===== src/hw/rtl/bfle_pkg.sv =====
// Shared constants and types for the line box filter with edge replication.
// Used by bfle_front, bfle_back and box_filter_line_replicate_edge; no dependencies.
package bfle_pkg;

    localparam int PIX_W       = 8;
    localparam int RAD_W       = 4;
    localparam int MAX_RADIUS  = 15;
    localparam int STORE_DEPTH = 2 * MAX_RADIUS + 1;
    localparam int IDX_W       = $clog2(STORE_DEPTH);
    localparam int LEN_W       = $clog2(STORE_DEPTH + 1);
    localparam int SUM_W       = $clog2(255 * STORE_DEPTH + 1);
    localparam int SEEN_W      = $clog2(MAX_RADIUS + 2);
    localparam int CMP_W       = SEEN_W + 1;
    localparam int DIV_CNT_W   = $clog2(PIX_W);
    localparam int QDEPTH      = 4;
    localparam int QPTR_W      = $clog2(QDEPTH);
    localparam int QCNT_W      = $clog2(QDEPTH + 1);

    localparam logic [RAD_W-1:0] RADIUS_RESET = RAD_W'(1);

    typedef logic [PIX_W-1:0] pix_t;

    typedef struct packed {
        pix_t pixel;
        logic line_end;
        logic line_start;
    } item_t;

    typedef enum logic [2:0] {
        ST_IDLE,
        ST_RESUM,
        ST_TAIL,
        ST_DIV,
        ST_OUT
    } back_state_t;

endpackage


===== src/hw/rtl/box_filter_line_replicate_edge.sv =====
// Top level of the horizontal box filter with edge replication.
// Instantiates bfle_front and bfle_back; holds the radius register. Depends on bfle_pkg.
//
// Pixels of a line enter as beats with line_end on the last one; result i is the floor
// of the mean of pixels i-r..i+r, with the first and last pixels replicated past the
// line ends, and each line yields as many results as pixels. Each result comes from a
// pass that shifts the window and updates the running sum, runs the bit-serial divide
// by 2r+1 (one quotient bit per cycle), and loads the result register, which waits
// while an earlier result is still held there by a low res_ready. An input with
// line_end then makes r trailing shifts of the last pixel, each one that yields a
// result passing through the same divide and load. After a write of the radius
// through cfg_we the back end re-adds the window before the next pixel.
// A four-beat queue decouples input acceptance from this work.
module box_filter_line_replicate_edge
(
    input  logic                         clk,
    input  logic                         rst_n,
    input  logic                         cfg_we,
    input  logic [bfle_pkg::RAD_W-1:0]   cfg_wdata,
    input  logic                         pix_valid,
    output logic                         pix_ready,
    input  bfle_pkg::pix_t               pixel,
    input  logic                         line_end,
    output logic                         res_valid,
    input  logic                         res_ready,
    output bfle_pkg::pix_t               filtered,
    output logic                         run_end,
    output logic                         line_done
);

    logic [bfle_pkg::RAD_W-1:0] radius_reg;
    logic [bfle_pkg::RAD_W-1:0] radius_next;
    logic                       item_valid;
    logic                       item_pop;
    bfle_pkg::item_t            item;

    assign radius_next = cfg_we ? cfg_wdata : radius_reg;

    always_ff @(posedge clk or negedge rst_n)
    begin
        if (!rst_n)
        begin
            radius_reg <= bfle_pkg::RADIUS_RESET;
        end
        else
        begin
            radius_reg <= radius_next;
        end
    end

    bfle_front u_front
    (
        .clk        (clk),
        .rst_n      (rst_n),
        .pix_valid  (pix_valid),
        .pix_ready  (pix_ready),
        .pixel      (pixel),
        .line_end   (line_end),
        .item_valid (item_valid),
        .item_pop   (item_pop),
        .item       (item)
    );

    bfle_back u_back
    (
        .clk        (clk),
        .rst_n      (rst_n),
        .radius     (radius_reg),
        .cfg_we     (cfg_we),
        .item_valid (item_valid),
        .item_pop   (item_pop),
        .item       (item),
        .res_valid  (res_valid),
        .res_ready  (res_ready),
        .filtered   (filtered),
        .run_end    (run_end),
        .line_done  (line_done)
    );

endmodule


===== src/hw/rtl/bfle_front.sv =====
// Input side of the line box filter: accepts pixel beats, marks line starts
// and holds them in a short queue for the back end. Depends on bfle_pkg.
module bfle_front
(
    input  logic            clk,
    input  logic            rst_n,
    input  logic            pix_valid,
    output logic            pix_ready,
    input  bfle_pkg::pix_t  pixel,
    input  logic            line_end,
    output logic            item_valid,
    input  logic            item_pop,
    output bfle_pkg::item_t item
);

    bfle_pkg::item_t                  queue_reg [bfle_pkg::QDEPTH];
    logic [bfle_pkg::QPTR_W-1:0]      wr_ptr_reg;
    logic [bfle_pkg::QPTR_W-1:0]      wr_ptr_next;
    logic [bfle_pkg::QPTR_W-1:0]      rd_ptr_reg;
    logic [bfle_pkg::QPTR_W-1:0]      rd_ptr_next;
    logic [bfle_pkg::QCNT_W-1:0]      count_reg;
    logic [bfle_pkg::QCNT_W-1:0]      count_next;
    logic                             line_start_reg;
    logic                             line_start_next;
    logic                             push;
    logic                             pop;

    assign pix_ready  = (count_reg < bfle_pkg::QCNT_W'(bfle_pkg::QDEPTH));
    assign push       = pix_valid && pix_ready;
    assign item_valid = (count_reg != '0);
    assign pop        = item_pop && item_valid;
    assign item       = queue_reg[rd_ptr_reg];

    always_comb
    begin
        wr_ptr_next     = wr_ptr_reg;
        rd_ptr_next     = rd_ptr_reg;
        count_next      = count_reg;
        line_start_next = line_start_reg;
        if (push)
        begin
            wr_ptr_next     = wr_ptr_reg + 1'b1;
            line_start_next = line_end;
        end
        if (pop)
        begin
            rd_ptr_next = rd_ptr_reg + 1'b1;
        end
        if (push && !pop)
        begin
            count_next = count_reg + 1'b1;
        end
        else if (pop && !push)
        begin
            count_next = count_reg - 1'b1;
        end
    end

    always_ff @(posedge clk or negedge rst_n)
    begin
        if (!rst_n)
        begin
            wr_ptr_reg     <= '0;
            rd_ptr_reg     <= '0;
            count_reg      <= '0;
            line_start_reg <= 1'b1;
        end
        else
        begin
            wr_ptr_reg     <= wr_ptr_next;
            rd_ptr_reg     <= rd_ptr_next;
            count_reg      <= count_next;
            line_start_reg <= line_start_next;
        end
    end

    always_ff @(posedge clk)
    begin
        if (push)
        begin
            queue_reg[wr_ptr_reg] <= '{pixel: pixel, line_end: line_end,
                                       line_start: line_start_reg};
        end
    end

`ifndef NO_ASSERTIONS
    a_count_bound: assert property (@(posedge clk) disable iff (!rst_n)
        count_reg <= bfle_pkg::QCNT_W'(bfle_pkg::QDEPTH))
        else $error("queue count above depth");

    a_line_start_follows_end: assert property (@(posedge clk) disable iff (!rst_n)
        push && line_end |=> line_start_reg)
        else $error("line start not marked after line end");
`endif

endmodule


===== src/hw/rtl/bfle_back.sv =====
// Execution side of the line box filter: window shift line, running sum,
// serial divider and result register. Depends on bfle_pkg.
module bfle_back
(
    input  logic                         clk,
    input  logic                         rst_n,
    input  logic [bfle_pkg::RAD_W-1:0]   radius,
    input  logic                         cfg_we,
    input  logic                         item_valid,
    output logic                         item_pop,
    input  bfle_pkg::item_t              item,
    output logic                         res_valid,
    input  logic                         res_ready,
    output bfle_pkg::pix_t               filtered,
    output logic                         run_end,
    output logic                         line_done
);

    localparam logic [bfle_pkg::SEEN_W-1:0] SEEN_MAX =
        bfle_pkg::SEEN_W'(bfle_pkg::MAX_RADIUS + 1);
    localparam logic [bfle_pkg::DIV_CNT_W-1:0] DIV_LAST =
        bfle_pkg::DIV_CNT_W'(bfle_pkg::PIX_W - 1);

    bfle_pkg::back_state_t                state_reg;
    bfle_pkg::back_state_t                state_next;
    bfle_pkg::pix_t                       store_reg [bfle_pkg::STORE_DEPTH];
    bfle_pkg::pix_t                       store_next [bfle_pkg::STORE_DEPTH];
    logic [bfle_pkg::SUM_W-1:0]           sum_reg;
    logic [bfle_pkg::SUM_W-1:0]           sum_next;
    logic [bfle_pkg::SEEN_W-1:0]          seen_reg;
    logic [bfle_pkg::SEEN_W-1:0]          seen_next;
    logic [bfle_pkg::SEEN_W-1:0]          seen_new;
    logic                                 dirty_reg;
    logic                                 dirty_next;
    logic [bfle_pkg::IDX_W-1:0]           k_reg;
    logic [bfle_pkg::IDX_W-1:0]           k_next;
    logic [bfle_pkg::RAD_W-1:0]           t_reg;
    logic [bfle_pkg::RAD_W-1:0]           t_next;
    logic [bfle_pkg::RAD_W-1:0]           t_new;
    bfle_pkg::pix_t                       pix_reg;
    bfle_pkg::pix_t                       pix_next;
    logic                                 last_reg;
    logic                                 last_next;
    logic [bfle_pkg::LEN_W-1:0]           rem_reg;
    logic [bfle_pkg::LEN_W-1:0]           rem_next;
    bfle_pkg::pix_t                       dlo_reg;
    bfle_pkg::pix_t                       dlo_next;
    logic [bfle_pkg::DIV_CNT_W-1:0]       cnt_reg;
    logic [bfle_pkg::DIV_CNT_W-1:0]       cnt_next;
    logic                                 res_valid_reg;
    logic                                 res_valid_next;
    bfle_pkg::pix_t                       filtered_reg;
    bfle_pkg::pix_t                       filtered_next;
    logic                                 run_end_reg;
    logic                                 run_end_next;
    logic                                 line_done_reg;
    logic                                 line_done_next;

    logic [bfle_pkg::RAD_W-1:0]           r_eff;
    logic [bfle_pkg::LEN_W-1:0]           win_len;
    logic [bfle_pkg::IDX_W-1:0]           tail_idx;
    logic [bfle_pkg::IDX_W-1:0]           rd_idx;
    bfle_pkg::pix_t                       leave_pix;
    logic [bfle_pkg::LEN_W:0]             trial;
    logic                                 is_final;

    assign r_eff    = (int'(radius) > bfle_pkg::MAX_RADIUS) ?
                      bfle_pkg::RAD_W'(bfle_pkg::MAX_RADIUS) : radius;
    assign win_len  = bfle_pkg::LEN_W'({r_eff, 1'b1});
    assign tail_idx = bfle_pkg::IDX_W'({r_eff, 1'b0});
    assign rd_idx   = (state_reg == bfle_pkg::ST_RESUM) ? k_reg : tail_idx;
    assign leave_pix = store_reg[rd_idx];
    assign trial    = {rem_reg, dlo_reg[bfle_pkg::PIX_W-1]};
    assign is_final = (t_reg == r_eff);

    always_comb
    begin
        state_next     = state_reg;
        store_next     = store_reg;
        sum_next       = sum_reg;
        seen_next      = seen_reg;
        seen_new       = seen_reg;
        dirty_next     = dirty_reg;
        k_next         = k_reg;
        t_next         = t_reg;
        t_new          = t_reg + 1'b1;
        pix_next       = pix_reg;
        last_next      = last_reg;
        rem_next       = rem_reg;
        dlo_next       = dlo_reg;
        cnt_next       = cnt_reg;
        filtered_next  = filtered_reg;
        run_end_next   = run_end_reg;
        line_done_next = line_done_reg;
        res_valid_next = res_valid_reg && !res_ready;
        item_pop       = 1'b0;

        case (state_reg)
            bfle_pkg::ST_IDLE:
            begin
                if (dirty_reg)
                begin
                    sum_next   = '0;
                    k_next     = '0;
                    state_next = bfle_pkg::ST_RESUM;
                end
                else if (item_valid)
                begin
                    item_pop  = 1'b1;
                    pix_next  = item.pixel;
                    last_next = item.line_end;
                    t_next    = '0;
                    if (item.line_start)
                    begin
                        for (int i = 0; i < bfle_pkg::STORE_DEPTH; i++)
                        begin
                            store_next[i] = item.pixel;
                        end
                        sum_next = bfle_pkg::SUM_W'(item.pixel) *
                                   bfle_pkg::SUM_W'(win_len);
                        seen_new = bfle_pkg::SEEN_W'(1);
                    end
                    else
                    begin
                        store_next[0] = item.pixel;
                        for (int i = 1; i < bfle_pkg::STORE_DEPTH; i++)
                        begin
                            store_next[i] = store_reg[i-1];
                        end
                        sum_next = sum_reg + bfle_pkg::SUM_W'(item.pixel) -
                                   bfle_pkg::SUM_W'(leave_pix);
                        seen_new = (seen_reg < SEEN_MAX) ? seen_reg + 1'b1 : seen_reg;
                    end
                    seen_next = seen_new;
                    if (seen_new > bfle_pkg::SEEN_W'(r_eff))
                    begin
                        rem_next   = bfle_pkg::LEN_W'(sum_next >> bfle_pkg::PIX_W);
                        dlo_next   = sum_next[bfle_pkg::PIX_W-1:0];
                        cnt_next   = '0;
                        state_next = bfle_pkg::ST_DIV;
                    end
                    else if (item.line_end)
                    begin
                        state_next = bfle_pkg::ST_TAIL;
                    end
                end
            end

            bfle_pkg::ST_RESUM:
            begin
                if (cfg_we)
                begin
                    sum_next = '0;
                    k_next   = '0;
                end
                else
                begin
                    sum_next = sum_reg + bfle_pkg::SUM_W'(leave_pix);
                    if (k_reg == tail_idx)
                    begin
                        dirty_next = 1'b0;
                        state_next = bfle_pkg::ST_IDLE;
                    end
                    else
                    begin
                        k_next = k_reg + 1'b1;
                    end
                end
            end

            bfle_pkg::ST_TAIL:
            begin
                store_next[0] = pix_reg;
                for (int i = 1; i < bfle_pkg::STORE_DEPTH; i++)
                begin
                    store_next[i] = store_reg[i-1];
                end
                sum_next = sum_reg + bfle_pkg::SUM_W'(pix_reg) -
                           bfle_pkg::SUM_W'(leave_pix);
                t_next = t_new;
                if (bfle_pkg::CMP_W'(t_new) + bfle_pkg::CMP_W'(seen_reg) >
                    bfle_pkg::CMP_W'(r_eff))
                begin
                    rem_next   = bfle_pkg::LEN_W'(sum_next >> bfle_pkg::PIX_W);
                    dlo_next   = sum_next[bfle_pkg::PIX_W-1:0];
                    cnt_next   = '0;
                    state_next = bfle_pkg::ST_DIV;
                end
                else if (t_new >= r_eff)
                begin
                    seen_next  = '0;
                    state_next = bfle_pkg::ST_IDLE;
                end
            end

            bfle_pkg::ST_DIV:
            begin
                if (trial >= {1'b0, win_len})
                begin
                    rem_next = bfle_pkg::LEN_W'(trial - {1'b0, win_len});
                    dlo_next = {dlo_reg[bfle_pkg::PIX_W-2:0], 1'b1};
                end
                else
                begin
                    rem_next = trial[bfle_pkg::LEN_W-1:0];
                    dlo_next = {dlo_reg[bfle_pkg::PIX_W-2:0], 1'b0};
                end
                cnt_next = cnt_reg + 1'b1;
                if (cnt_reg == DIV_LAST)
                begin
                    state_next = bfle_pkg::ST_OUT;
                end
            end

            bfle_pkg::ST_OUT:
            begin
                if (!res_valid_reg || res_ready)
                begin
                    res_valid_next = 1'b1;
                    filtered_next  = dlo_reg;
                    run_end_next   = !last_reg || is_final;
                    line_done_next = last_reg && is_final;
                    if (last_reg && !is_final)
                    begin
                        state_next = bfle_pkg::ST_TAIL;
                    end
                    else
                    begin
                        if (last_reg)
                        begin
                            seen_next = '0;
                        end
                        state_next = bfle_pkg::ST_IDLE;
                    end
                end
            end

            default:
            begin
                state_next = bfle_pkg::ST_IDLE;
            end
        endcase

        if (cfg_we)
        begin
            dirty_next = 1'b1;
        end
    end

    always_ff @(posedge clk or negedge rst_n)
    begin
        if (!rst_n)
        begin
            state_reg     <= bfle_pkg::ST_IDLE;
            seen_reg      <= '0;
            dirty_reg     <= 1'b0;
            res_valid_reg <= 1'b0;
        end
        else
        begin
            state_reg     <= state_next;
            seen_reg      <= seen_next;
            dirty_reg     <= dirty_next;
            res_valid_reg <= res_valid_next;
        end
    end

    always_ff @(posedge clk)
    begin
        store_reg     <= store_next;
        sum_reg       <= sum_next;
        k_reg         <= k_next;
        t_reg         <= t_next;
        pix_reg       <= pix_next;
        last_reg      <= last_next;
        rem_reg       <= rem_next;
        dlo_reg       <= dlo_next;
        cnt_reg       <= cnt_next;
        filtered_reg  <= filtered_next;
        run_end_reg   <= run_end_next;
        line_done_reg <= line_done_next;
    end

    assign res_valid = res_valid_reg;
    assign filtered  = filtered_reg;
    assign run_end   = run_end_reg;
    assign line_done = line_done_reg;

`ifndef NO_ASSERTIONS
    a_pop_when_ready: assert property (@(posedge clk) disable iff (!rst_n)
        item_pop |-> (state_reg == bfle_pkg::ST_IDLE && !dirty_reg))
        else $error("item taken while back end busy");

    a_div_length: assert property (@(posedge clk) disable iff (!rst_n)
        state_reg == bfle_pkg::ST_DIV && cnt_reg == DIV_LAST |=>
        state_reg == bfle_pkg::ST_OUT)
        else $error("division did not finish after eight steps");

    a_seen_bound: assert property (@(posedge clk) disable iff (!rst_n)
        seen_reg <= SEEN_MAX)
        else $error("pixel count above saturation");

    a_tail_needs_last: assert property (@(posedge clk) disable iff (!rst_n)
        state_reg == bfle_pkg::ST_TAIL |-> last_reg)
        else $error("edge run outside a line end");
`endif

endmodule


===== config.mk =====
export PLATFORM = sky130hd
export DESIGN_NAME = box_filter_line_replicate_edge
export DESIGN_NICKNAME = d
export VERILOG_FILES = /design/src/hw/rtl/bfle_pkg.sv /design/src/hw/rtl/box_filter_line_replicate_edge.sv /design/src/hw/rtl/bfle_front.sv /design/src/hw/rtl/bfle_back.sv
export SDC_FILE = /design/constraint.sdc
export NUM_CORES = 1
export LEC_CHECK = 0
export BUFFER_PORTS_ARGS = -buffer_cell sky130_fd_sc_hd__buf_2
export CORE_MARGIN = 2
export CORE_UTILIZATION = 30
export DETAILED_ROUTE_END_ITERATION = 10
export PLACE_DENSITY = 0.48
export REMOVE_ABC_BUFFERS = 1
export SLEW_MARGIN = 20
export SYNTH_ARGS = -nofsm -noshare
export SYNTH_HDL_FRONTEND = slang
export SYNTH_SLANG_ARGS = --single-unit

===== constraint.sdc =====
create_clock -name clk -period 29.1 [get_ports clk]
set_clock_uncertainty 0.2 [all_clocks]
set_input_delay 2.91 -clock clk [delete_from_list [all_inputs] [get_ports clk]]
set_output_delay 2.91 -clock clk [all_outputs]
set_load 0.01 [all_outputs]

# After elaboration in Yosys (flattened, before gate mapping)
# Memories as Yosys holds them, arrays and structs flattened.
# Cells that the tools add are included.
# word_totals
rom_bits	0
out_inout_bits	12
input_bits	18
reg_bits	327
wordCells	209
memories	1
ram_bits	40
latch_bits	0
# memory_table
memory	depth	word_bits	read_ports	rd_ports_with_merged_regs	wr	line_no	rtl
u_front.queue_reg	4	10	1	0	1	bfle_front.sv:16	bfle_pkg::item_t queue_reg [bfle_pkg::QDEPTH];
# classes
n_bitwise	2
multipliers	1
reduce_logical	34
n_shift	0
n_lt_le_gt_ge	7
n_div	0
eq_ne	24
add_sub_neg	15
mux	74
# op_table
operator	n
$mux W248	2
$pmux W248 S2	1
$mux W240	1
$mux W5	21
$mux W13	4
$mux W3	16
$mux W8	6
$bmux W8 S5	1
$add A13 B8 Y13	3
$pmux W13 S3	1
$pmux W5 S3	2
$sub A13 B8 Y13	2
$pmux W8 S3	1
$ne A2 B1 Y1 const B	8
$pmux W3 S5	1
$mul A8 B5 Y13	1
$reduce_bool A3 Y1	4
$mux W1	11
$add A5 B1 Y5 const B	2
$ne A2 B2 Y1 const B	5
$pmux W5 S2	1
$reduce_bool A2 Y1	5
$pmux W3 S3	1
$reduce_and A3 Y1	3
other kinds (34)	54

# Logic depth before layout (Yosys ltp)
# depth
word_depth	12
depth_mapped	22
mapped_depth_nobuf	18

# Hierarchy
# A second synthesis with hierarchy kept.
# unflattened
hier_cells	1747
area_unflattened_um2	21305.4
# modules_own_cells
module	area_per_inst_um2	n_inst	seq_area_each_um2	cells_per_inst
bfle_back	19263.5	1	9409.0	1649
bfle_front	1895.6	1	1402.6	90
box_filter_line_replicate_edge	146.4	1	101.3	8

# Least setup slack after synthesis
# No wires, ideal clock.
# synth_timing
path_kind	reg2reg
from	reg u_back.state_reg[2]
to	reg u_back.store_reg[0] (netlist name), enable pin
arrival_time_ns	17.942
path_buffers	2
setup_time_ns	1.173
stages_incl_launch_ff	4
synth_period_minus_slack_ns	19.316
required_time_ns	27.727
path_slack_ns	9.784
cell_sequence	dfrtp_1 clkbuf_1 buf_1 nor3_1
# synth_via
elab_chain_cells	3
word_cells_on_any_way	6
cone_classes	3 x eq/ne; 3 x reduce/logical
# synth_lines
item	line_no	rtl
start, declared	bfle_back.sv:24	bfle_pkg::back_state_t state_reg;
start signal, assigned	bfle_back.sv:254	state_reg <= bfle_pkg::ST_IDLE;
start signal, assigned	bfle_back.sv:261	state_reg <= state_next;
$logic_not A3 Y1 or $eq A3 B2 Y1 (tied branches)	bfle_back.sv:98	case (state_reg)
$ne A2 B1 Y1 (no line), or another cell as far along	--	
$reduce_and A3 Y1 (no line) (*)	--	
end signal, assigned	bfle_back.sv:270	store_reg <= store_next;
end, declared	bfle_back.sv:26	bfle_pkg::pix_t store_reg [bfle_pkg::STORE_DEPTH];
# Every way passes the cells marked *; elsewhere a longest branch is shown, timed or not.
# A chain may end at the register's enable or synchronous reset.

# Worst setup path after layout
# layout_timing
from	reg u_back.state_reg[0]
to	reg u_back.rem_reg[4] (netlist name) (data pin)
# layout_via
elab_chain_cells	12
word_cells_on_any_way	17
cone_classes	2 x add/sub; 3 x eq/ne; 10 x mux; 1 x bitwise; 1 x reduce/logical
# layout_lines
item	line_no	rtl
$eq A3 B1 Y1	bfle_back.sv:71	assign rd_idx = (state_reg == bfle_pkg::ST_RESUM) ? k_reg : tail_idx;
$mux W5	bfle_back.sv:71	
$not A5 Y6 (implied by the code)	bfle_back.sv:72	assign leave_pix = store_reg[rd_idx];
$bmux W8 S5	bfle_back.sv:72	
$mux W8 (implied by the code) (2 in series)	bfle_back.sv:72	
$sub A13 B8 Y13	bfle_back.sv:130	sum_next = sum_reg + bfle_pkg::SUM_W'(item.pixel) -
$mux W13	bfle_back.sv:113	if (item.line_start)
$mux W5	bfle_back.sv:135	if (seen_new > bfle_pkg::SEEN_W'(r_eff))
$mux W5	bfle_back.sv:107	else if (item_valid)
$mux W5	bfle_back.sv:101	if (dirty_reg)
$pmux W5 S3 (*)	bfle_back.sv:98	
named net u_back.rem_next (one bit)	bfle_back.sv:45	logic [bfle_pkg::LEN_W-1:0] rem_next;
end signal, assigned	bfle_back.sv:276	rem_reg <= rem_next;
end, declared	bfle_back.sv:44	logic [bfle_pkg::LEN_W-1:0] rem_reg;
# The timed path passes the listed nets; every way through them passes the cells marked *. The select of a mux whose other input is x is not followed.

==> summary.md <==
| Metric | Value |
|---|---|
| Worst r2r src | u_back.state_reg[0]$_DFFE_PN0P_ |
| Worst min path class | reg -> reg |
| Gr usage total | around 15% |
| Global-route wire length before repair | 85000 um |
| Detailed Place HPWL | 36000 um |
| Starting density of the core | 30.3% |
| Clock root cell | clkbuf_16 |
| Actual slew at the worst max-slew pin | 1.15 ns |
| Wirelength per Cell | around 20 um |
| Seq/Total Area, Yosys | a little over half |
| Post-synth top cells | edfxtp_1, a21o_1, nand2_1 |
| Router iterations before antenna repair | 5 |
| DIE WIDTH | 267 um |
| Max cap viols | 0 |
| Max-slew headroom | 23.3% |
| Share of the clock period used by the worst path | between 20% and 30% |
| Count leader, synth | edfxtp_1 |
| Synthesized area per cell | around 11 um2 |
| Share of cells above drive strength 1 | 9.43% |
| Largest net degree at the start of global routing | 99 |
| Vias in the first global route | 14369 |
| Synth-to-Final Area Change | 12.2% |
| Post-CTS setup buffers | 0 |
| Antenna cells | 0 |
| Largest register FFs | about 250 |
| Top area cells in the synthesized netlist | edfxtp_1, a21o_1, ha_1, nand2_1, fa_1 |
| Worst EP arrival | ~7.4 ns |
| Fin crit period | 7.32 ns |
| Initial antenna violation count | 0 |
| CP max FO | 46 |
| Worst hold start | u_back.dlo_reg[4]$_DFFE_PP_ |
| Via count | 14318 |
| Multi-input logic area | ~9000 um2 |
| EDFF count, synth | between 300 and 400 |
| Die Y-Extent | 267 um |
| Setup TNS Final | 0 ns |
| Distinct cells, synth | 68 |
| Pins Over Slew Limit | 0 |
| Synthesis warning total | 0 |
| Fmax | 137 MHz |
| Worst skew pair latency | between 0.5 and 0.6 ns |
| Setup crit end kind | flip-flop |
| Die area | 71500 um2 |
| CTS Buf Count | 43 |
| DR vias/cell | between 5 and 6 |
| Leading area contributor after synthesis | edfxtp_1 |
| RSZ-0062 raised after global routing | false |
| Final count of negative-setup-slack endpoints | 0 |
| Synth top area share | between 40% and 50% |
| # clock sinks | 367 |
| Req. time, crit path | roughly 29 ns |
| Synth Flop Type | edfxtp_1 |
| Io pins | 30 |
| CTS clk-pin slew, worst paths | 0.06 ns |
| Drt total wl | 54300 um |
| Final estimated routing congestion in global placement | 0.839 |
| NumNets Final | slightly below 2000 |
| Setup Crit Path Kind | reg -> reg |
| GRT overflow | 0 |
| DRC Markers | 0 |
| Setup crit start | u_back.state_reg[0]$_DFFE_PN0P_ |
| FF+latch count, synth | approximately 370 |
| Clk buf depth | 3 |
| Hold Buf Count CTS | 0 |
| Worst path cell trace | nor3b_2 > o32ai_4 > buf_4 > buf_4 > mux4_2 > o2111ai_1 > o31ai_1 > a221oi_1 > fa_1 > ha_1 > a211oi_1 > o21ai_0 > a21oi_1 > and3_1 > nor3_1 > o21ai_0 > o211ai_1 |
| Site Rows | 96 |
| Status | finished, final reports clean |
| Post-synth ARST share | 5.99% |
| Cells resized by post-CTS repair | 0 |
| Storage cell area | 10900 um2 |
| Mapped cell area | 20800 um2 |
| Core ar. | around 70000 um2 |
| Layout fillers | 6882 |
| Final ANT Viol Nets | 0 |
| Crit path launch type | flip-flop |
| I/O Buffers | 29 |
| Final hold viol count | 0 |
| DRT iter0 DRCs | approximately 1000 |
| Slowest stage delay, CP | between 1 and 1.5 ns |
| Max H-tree Level | 2 |
| Mapped Cells | between 1500 and 2000 |
| CP max stage cell | dfrtp_1 |
| TritonCTS clock tree | built |
## path summary, 6_finish.rpt
kind,to,slack (ns),cells past startpoint
max,u_back.rem_reg[4]$_DFFE_PP_,21.78,17
min in group asynchronous,u_back.seen_reg[4]$_DFFE_PN0P_,2.14,1
min reg2reg,u_back.filtered[4]$_DFFE_PP_,0.26,0
max in group asynchronous,radius_reg[2]$_DFFE_PN0P_,26.18,1
max reg2reg,u_back.rem_reg[4]$_DFFE_PP_,21.78,17
min,u_back.filtered[4]$_DFFE_PP_,0.26,0
## cells in the final DEF (no fill, tap or decap), drive strengths merged, types with 38 or more instances in the layout
cell type,n
buf,62
fa,38
nand3,49
edfxtp,345
xnor2,41
clkbuf,53
nor2,89
a21o,252
o21ai,48
nand2,230
ha,85
a21oi,66
inv,91
## logic make-up after synthesis
family                     count (synthesis)  share of synthesized area [%]
and+or+nand+nor                          482                           10.4
xor gates and xnor gates                  64                           2.69
muxes                                     53                           4.11
DFF                                      367                           52.4
AOI/OAI and AO/OA                        525                           17.8
buffers and inverters                    205                           3.86
adders and majority gates                123                           8.76
## metrics by stage
stage,hold slack [ns],setup WS (ns),utilization (%),instance area [um2],cells
floorplan,0.226,10.04,-,20400,1705
global placement,0.240,22.04,32.1,22000,2698
detailed placement,0.249,21.91,32.1,22000,2698
CTS,0.263,21.84,34.0,23300,2776
global route,0.281,21.27,34.0,23300,2776
finish,0.262,21.78,34.0,23300,2776
## per-layer routing
layer	GRT usage (%)	wire, um	vias to the layer above
li1	-	-	6712
met1	21.5	25600	7217
met2	23.8	24500	316
met3	2.34	2720	73
met4	4.63	1430	0
met5	0	0	-
## critical path: cells and delay by family (launching register included)
family,cells,cell delay (ns)
AO/OA/AOI/OAI,9,2.39
AND/OR/NAND/NOR,3,1.27
flip-flops,1,1.05
adder cells (fa/ha/maj),2,0.88
buffers and inverters,2,0.68
multiplexers,1,0.50
## area by class of cell
| type | count | area share (%) |
|---|---|---|
| sequential | 367 | 46.7 |
| multi-input combinational | 1247 | 39.3 |
| tap | 931 | 4.99 |
| clock buffer | 53 | 4.77 |
| timing repair buffer | 62 | 1.68 |
| inverter | 91 | 1.46 |
| clock inverter | 25 | 1.05 |
Power is not shown: default switching activity piles up to over one toggle a cycle in this logic, so the estimate is an artifact.
